`src/rtl/core/pte_pkg.sv`:
```
// shared types, constants and helpers of the trajectory evaluator
`default_nettype none

package pte_pkg;

  localparam int NumLanes = 4;
  localparam int NumSteps = 6;
  localparam int NumCoefs = 6;
  localparam int TimeW    = 22;
  localparam int DataW    = 48;
  localparam int WgtW     = 54;
  localparam int SumW     = 56;
  localparam int HalfW    = 24;
  localparam int ProdW    = HalfW + TimeW;
  localparam int FracW    = 16;
  localparam int CfgIdxW  = 3;

  // lane order: value and its first three derivatives
  localparam int LanePos = 0;
  localparam int LaneVel = 1;
  localparam int LaneAcc = 2;
  localparam int LaneJrk = 3;

  // register indexes of the configuration port
  localparam logic [CfgIdxW-1:0] CfgCoefConst  = 3'd0;
  localparam logic [CfgIdxW-1:0] CfgCoefLinear = 3'd1;
  localparam logic [CfgIdxW-1:0] CfgCoefSquare = 3'd2;
  localparam logic [CfgIdxW-1:0] CfgCoefCube   = 3'd3;
  localparam logic [CfgIdxW-1:0] CfgCoefFourth = 3'd4;
  localparam logic [CfgIdxW-1:0] CfgCoefFifth  = 3'd5;
  localparam logic [CfgIdxW-1:0] CfgDegreeMode = 3'd6;

  typedef logic signed [DataW-1:0] q48_t;
  typedef logic signed [WgtW-1:0]  wgt_t;
  typedef logic signed [SumW-1:0]  sum_t;
  typedef logic [TimeW-1:0]        time_t;
  typedef logic [ProdW-1:0]        prod_t;

  // control that travels with each item down the pipe
  typedef struct packed {
    logic  valid;
    time_t t;
  } stage_ctl_t;

  // clamp a wide sum to the signed 48-bit range
  function automatic q48_t sat48(input sum_t x);
    sum_t max_v;
    sum_t min_v;
    max_v = {{(SumW-DataW+1){1'b0}}, {(DataW-1){1'b1}}};
    min_v = {{(SumW-DataW+1){1'b1}}, {(DataW-1){1'b0}}};
    if (x > max_v) begin
      return max_v[DataW-1:0];
    end else if (x < min_v) begin
      return min_v[DataW-1:0];
    end
    return x[DataW-1:0];
  endfunction

endpackage

`default_nettype wire

```
`src/rtl/core/pte_weights.sv`:
```
// coefficient registers and the per-step derivative weight table
`default_nettype none

module pte_weights (
  input  logic                         clk_i,
  input  logic                         rst_ni,
  input  logic                         cfg_we_i,
  input  logic [pte_pkg::CfgIdxW-1:0]  cfg_idx_i,
  input  logic [pte_pkg::DataW-1:0]    cfg_data_i,
  output pte_pkg::wgt_t                wgt_o [pte_pkg::NumSteps][pte_pkg::NumLanes]
);
  import pte_pkg::*;

  q48_t coef_q [NumCoefs];
  logic mode_q;
  wgt_t wgt_d  [NumSteps][NumLanes];
  wgt_t wgt_q  [NumSteps][NumLanes];
  wgt_t c0, c1, c2, c3, c4, c5;

  // configuration writes, unknown indexes dropped
  always_ff @(posedge clk_i or negedge rst_ni) begin
    if (!rst_ni) begin
      for (int i = 0; i < NumCoefs; i++) begin
        coef_q[i] <= '0;
      end
      mode_q <= 1'b1;
    end else if (cfg_we_i) begin
      case (cfg_idx_i) inside
        [CfgCoefConst:CfgCoefFifth]: coef_q[cfg_idx_i] <= q48_t'(cfg_data_i);
        CfgDegreeMode:               mode_q <= cfg_data_i[0];
        default: ;
      endcase
    end
  end

  // sign-extended coefficients, fifth one zero in quartic mode
  assign c0 = wgt_t'(coef_q[CfgCoefConst]);
  assign c1 = wgt_t'(coef_q[CfgCoefLinear]);
  assign c2 = wgt_t'(coef_q[CfgCoefSquare]);
  assign c3 = wgt_t'(coef_q[CfgCoefCube]);
  assign c4 = wgt_t'(coef_q[CfgCoefFourth]);
  assign c5 = mode_q ? wgt_t'(coef_q[CfgCoefFifth]) : '0;

  // horner weights per step, lower-order chains padded with leading zeros
  always_comb begin
    for (int s = 0; s < NumSteps; s++) begin
      for (int l = 0; l < NumLanes; l++) begin
        wgt_d[s][l] = '0;
      end
    end
    wgt_d[0][LanePos] = c5;
    wgt_d[1][LanePos] = c4;
    wgt_d[1][LaneVel] = c5 * wgt_t'(5);
    wgt_d[2][LanePos] = c3;
    wgt_d[2][LaneVel] = c4 * wgt_t'(4);
    wgt_d[2][LaneAcc] = c5 * wgt_t'(20);
    wgt_d[3][LanePos] = c2;
    wgt_d[3][LaneVel] = c3 * wgt_t'(3);
    wgt_d[3][LaneAcc] = c4 * wgt_t'(12);
    wgt_d[3][LaneJrk] = c5 * wgt_t'(60);
    wgt_d[4][LanePos] = c1;
    wgt_d[4][LaneVel] = c2 * wgt_t'(2);
    wgt_d[4][LaneAcc] = c3 * wgt_t'(6);
    wgt_d[4][LaneJrk] = c4 * wgt_t'(24);
    wgt_d[5][LanePos] = c0;
    wgt_d[5][LaneVel] = c1;
    wgt_d[5][LaneAcc] = c2 * wgt_t'(2);
    wgt_d[5][LaneJrk] = c3 * wgt_t'(6);
  end

  // weight table register
  always_ff @(posedge clk_i or negedge rst_ni) begin
    if (!rst_ni) begin
      for (int s = 0; s < NumSteps; s++) begin
        for (int l = 0; l < NumLanes; l++) begin
          wgt_q[s][l] <= '0;
        end
      end
    end else begin
      wgt_q <= wgt_d;
    end
  end

  assign wgt_o = wgt_q;

endmodule

`default_nettype wire

```
`config.mk`:
```
export PLATFORM = sky130hd
export DESIGN_NAME = pte_weights
export DESIGN_NICKNAME = d
export VERILOG_FILES = /design/src/rtl/core/pte_pkg.sv /design/src/rtl/core/pte_weights.sv
export SDC_FILE = /design/constraint.sdc
export NUM_CORES = 1
export LEC_CHECK = 0
export ABC_CLOCK_PERIOD_IN_PS = 4800
export BUFFER_PORTS_ARGS = -buffer_cell sky130_fd_sc_hd__clkbuf_2
export CORE_AREA = 3 3 527 529
export CTS_CLUSTER_SIZE = 14
export DETAILED_ROUTE_END_ITERATION = 8
export DIE_AREA = 0 0 530 532
export GPL_ROUTABILITY_DRIVEN = 1
export PLACE_DENSITY_LB_ADDON = 0.2
export SYNTH_ARGS = -nofsm -noshare
export SYNTH_HDL_FRONTEND = slang
export SYNTH_SLANG_ARGS = --single-unit
export TNS_END_PERCENT = 30
```
`constraint.sdc`:
```
create_clock -name clk_i -period 4.8 [get_ports clk_i]
set_clock_uncertainty 0.2 [all_clocks]
set_input_delay 0.24 -clock clk_i [delete_from_list [all_inputs] [get_ports clk_i]]
set_output_delay 0.24 -clock clk_i [all_outputs]
set_load 0.03 [all_outputs]
```
# Yosys cells after proc, flatten, opt, wreduce, memory -nomap -nowiden
# Cells that the tools add are included.
# op_classes
mul	7
magnitude_cmp	4
eq_ne	1
n_mux	4
n_bitwise	2
n_reduce_logical	4
# op_table
operator	n
288-bit bitwise mux	1
48-bit by 3-bit multiplier with 51-bit output (second input constant)	4
48-bit demux with 3-bit select	1
54-bit by 4-bit multiplier with 52-bit output (second input constant)	1
54-bit by 4-bit multiplier with 54-bit output (second input constant)	1
54-bit by 5-bit multiplier with 52-bit output (second input constant)	1
54-bit 2-to-1 mux	1
48-bit 2-to-1 mux	1
4-bit >= comparator (second input constant)	1
4-bit by 1-bit < comparator with 1-bit output (second input constant)	1
3-bit NOT with 4-bit output	1
3-bit equality test (second input constant)	1
3-bit by 1-bit >= comparator with 1-bit output (second input constant)	1
3-bit <= comparator (second input constant)	1
3-bit AND reduction	1
1-bit logical AND	2
2-bit AND reduction	1
1-bit NOT	1
# totals
ff_bits	1044
input_bits	54
out_inout_bits	1296
wordCells	44

# Logic depth before layout (Yosys ltp)
# logic_depth
word_depth	6
mapped_depth	22
mapped_depth_nobuf	18

# Worst setup path after synthesis
# Ideal clock, no wire load.
# synth_path
path_type	reg2reg
startpoint	register mode_q
endpoint	register wgt_q (netlist bit wgt_o[483])
setup_time_ps	124
arrival_ps	4847
required_time_ps	4476
slack_ps	-371
path_stages_with_launch	23
path_buffers	5
synth_period_minus_slack_ps	5171
path_cell_list	dfstp_2 clkbuf_1 clkbuf_1 clkbuf_1 clkbuf_1 nand2_1 inv_1 ha_1 fa_1 inv_1 fa_1 inv_1 ha_1 clkbuf_1 a21o_1 a21o_1 a21oi_1 and2_1 a22oi_1 nand2_1 nor4_1 o211ai_1 xnor2_1
# synth_rtl
element	line_no	text
start, declared	pte_weights.sv:15	logic mode_q;
start signal, assigned	pte_weights.sv:30	CfgDegreeMode: mode_q <= cfg_data_i[0];
end signal, assigned	pte_weights.sv:80	wgt_q <= wgt_d;
end, declared	pte_weights.sv:17	wgt_t wgt_q [NumSteps][NumLanes];

==> results.json <==
{
  "start_kind": "flop",
  "p_per_area_mw_per_mm2": 723,
  "insertion_delay_ns": 0.74,
  "clk_path_buf_depth": 3,
  "syn_area_per_cell_um2": 11.0,
  "dp.cells": 8389,
  "portBuffers": 1010,
  "wl_met1_um": 86900,
  "clkSlewWorstSetupHoldPaths_ns": 0.06,
  "wire_per_inst_um": 21.8,
  "relSlewSlack_pct": 42.4,
  "core-area_mm2": 0.273,
  "cellLeakagePower_nw": 28.9,
  "crit_arrival_ns": 5.19,
  "synth.yosys.warnings": 0,
  "overflow": 0,
  "layoutNonFillerInstCount": 8662,
  "r2r-start": "mode_q$_DFFE_PN1P_",
  "fp.dieH_um": 532,
  "route.final.wire_length_um": 188000,
  "synthTopCellsByArea": "dfrtp_1 43%, buf_4 13%, ha_1 9.7%",
  "startpoint": "mode_q$_DFFE_PN1P_",
  "io_pins": 1350,
  "irDropWorstVdd_mv": 0.392,
  "setup_violations": 0,
  "cts.sinks": 780,
  "num_rows": 192,
  "fin_crit_ns": 4.77,
  "synth_cell_types": 74,
  "synth-edff-count": 0,
  "highest_layer": "met5",
  "grt_pass1_wl_um": 259000,
  "synth.largest_area_cell": "dfrtp_1",
  "fp.dieArea_mm2": 0.282,
  "min_path_type": "in -> reg",
  "htree_levels": 3,
  "rsz0062_at_grt": "true",
  "drive_above_1_share_pct": 37.7,
  "synth_cells": 4089,
  "finalHoldViolations": 0,
  "hold_ws_ns": 0.0238,
  "area.growth.synth_to_final_pct": 25.8,
  "critPathCapture": "wgt_o[484]$_DFF_PN0_",
  "rr_endpoint": "wgt_o[484]$_DFF_PN0_",
  "maxSlewViolCount": 0,
  "critPathKind": "reg -> reg",
  "cts_tree": "yes",
  "r2r_cells": 21,
  "ant_nets": 0,
  "drv_cap": 0,
  "worst_pin_slew_ns": 0.865,
  "first_pass_iters": 5,
  "dp_hpwl_um": 151000,
  "grt_max_degree": 111,
  "detailroute.wirelength.met3_um": 10200,
  "drc": 0,
  "antenna_found_initial": 42,
  "synth-seq-area-share_pct": 43.3,
  "drt_iter0_drc": 1534,
  "place_congestion": 0.812,
  "grt_pass1_vias": 32500,
  "routed-wl-met2_um": 88100,
  "die-width_um": 530,
  "outcome": "completed",
  "cts_made_buffers": 101,
  "nets": 5442,
  "dr_total_vias": 31400,
  "synth-main-ff-cell": "dfrtp_1",
  "cp_max_fo": 8,
  "vias_per_cell": 3.62,
  "r2r_slack_ns": 0.03,
  "clock.fmax_mhz": 210,
  "synth_area_mm2": 0.0450,
  "async_flop_share_pct": 100,
  "yosysTopAreaCellShare_pct": 43.3,
  "cts_root_buf": "clkbuf_16",
  "track_usage_pct": 13.0,
  "final_core_util_pct": 20.7,
  "cp-end-kind": "flop",
  "nFillCells": 29800,
  "critPathRequiredTime_ns": 5.21,
  "min_period_over_period_pct": 99.4,
  "start_util_pct": 16.5,
  "ys_ff_latch": 780
}
==> cell usage in the layout, fill, tap and decap left out, types with 20 or more instances in the layout <==
master         synthesis  routed
a21oi_1              223     200
xnor2_1              129     127
o21ai_1               41      41
clkbuf_16              0     105
nand4_1               35      35
o21ai_0               59      55
nor3_1                22      20
nand2_1              166     162
a21o_1               139     139
fa_1                  62      61
conb_1                 1     339
mux2_2               291     291
ha_4                   0      21
xor2_1               152     151
dfrtp_1              779     779
nor2_1                87      83
and3_1                77      72
nor2b_1               24      22
buf_4                805     292
ha_1                 349     327
dlygate4sd3_1          0      49
nand3_1               28      28
a31oi_1               25      25
a21oi_2                0      23
clkbuf_2               0    1009
o21bai_1              23      23
and2_1                74      67
inv_1                204     194
==> final cells by class <==
class	count	area (um^2)	share of cell area, %
Multi-Input combinational cell	2514	20100	35.5
Sequential cell	780	19500	34.5
Clock buffer	139	2880	5.09
Timing Repair Buffer	1375	8220	14.5
Clock inverter	47	593	1.05
Tap cell	3589	4490	7.93
Inverter	205	769	1.36
Antenna cell	13	32.5	0.0574
==> cell families after synthesis <==
| kind of cell | share of synthesized area (%) |
|---|---|
| AO/OA/AOI/OAI | 9.02 |
| XOR/XNOR | 5.47 |
| other | 0.00833 |
| adder cells (fa/ha/maj) | 12.5 |
| buffers and inverters | 16.2 |
| multiplexers | 7.28 |
| AND/OR/NAND/NOR | 6.27 |
| flip-flops | 43.3 |
==> routing by layer <==
layer  track usage [%]  up-vias
met3              2.23      160
met1              17.6    15700
met5                 0        -
met2              21.3      976
met4              2.83        2
li1                  -    14500
==> where the power goes <==
part	internal, mW	switching (mW)
registers	8.57	2.25
clock network	4.71	3.23
logic	7.67	14.5
total	21.0	20.0
==> worst max-delay path: stages, from the launching register on <==
cell and delay (ns):
dfstp_4 0.65, buf_12 0.14, buf_4 0.13, buf_16 0.12
and3_4 0.18, ha_4 0.20, xor2_2 0.17, fa_1 0.52
inv_2 0.05, ha_4 0.28, and4_4 0.24, a221oi_2 0.05
o21ai_1 0.08, a21o_1 0.21, a21oi_2 0.09, buf_6 0.13
o31a_1 0.36, o31ai_4 0.22, buf_6 0.16, a41oi_4 0.10
a21oi_2 0.17, xor2_1 0.17
==> how the worst min path moves through the flow <==
| stage | endpoint | start | slack [ns] | cells past startpoint |
|---|---|---|---|---|
| 3_3_place_gp | wgt_o[133]$_DFF_PN0_ | rst_ni | 0.14 | 1 |
| 4_1_cts | c3[29]$_DFFE_PN0P_ | cfg_data_i[29] | 0.003 | 2 |
| 6_report | c0[17]$_DFFE_PN0P_ | cfg_data_i[17] | 0.02 | 2 |
| 3_5_place_dp | wgt_o[133]$_DFF_PN0_ | rst_ni | 0.15 | 1 |
| 2_1_floorplan | c0[0]$_DFFE_PN0P_ | rst_ni | -0.26 | 0 |
| 5_1_grt | c4[29]$_DFFE_PN0P_ | cfg_data_i[29] | 0.03 | 2 |
==> cells in the mapped netlist (74+ instances only) <==
cell type	number
inv_1	204
a21oi_1	223
nand2_1	166
and2_1	74
clkbuf_1	82
mux2_2	291
dfrtp_1	779
and3_1	77
xor2_1	152
nor2_1	87
ha_1	349
xnor2_1	129
a21o_1	139
buf_4	805
==> sequential cells by signal, indices dropped and copies added (netlist names) <==
| register | cells |
|---|---|
| wgt_o | 491 |
| c0 | 48 |
| c1 | 48 |
| c2 | 48 |
| c3 | 48 |
| c4 | 48 |
| coef_q | 48 |
| mode_q | 1 |
==> timing repair <==
| item | 4_1_cts | 5_1_grt |
|---|---|---|
| setup buffers | 13 | 6 |
| setup endpoints to repair | 23 | 24 |
| gates resized for setup | 82 | 37 |
| pin swaps | 30 | 6 |
| hold buffers | 50 | 0 |
| endpoints found under the hold margin | 719 | 0 |
| gates cloned | 3 | 2 |
==> through the flow <==
step	setup WS [ns]	power [mW]	instance area, um^2	setup TNS (ns)
after floorplan	-0.0117	25.6	46300	-0.0151
after global placement	-0.341	32.8	51700	-2.75
after detailed placement	-0.431	32.6	51700	-3.29
after CTS	-0.0243	41.6	56300	-0.0709
after global routing	-0.188	43.8	56600	-1.93
final	0.0276	40.9	56600	0
(Power assumes the default switching activity.)
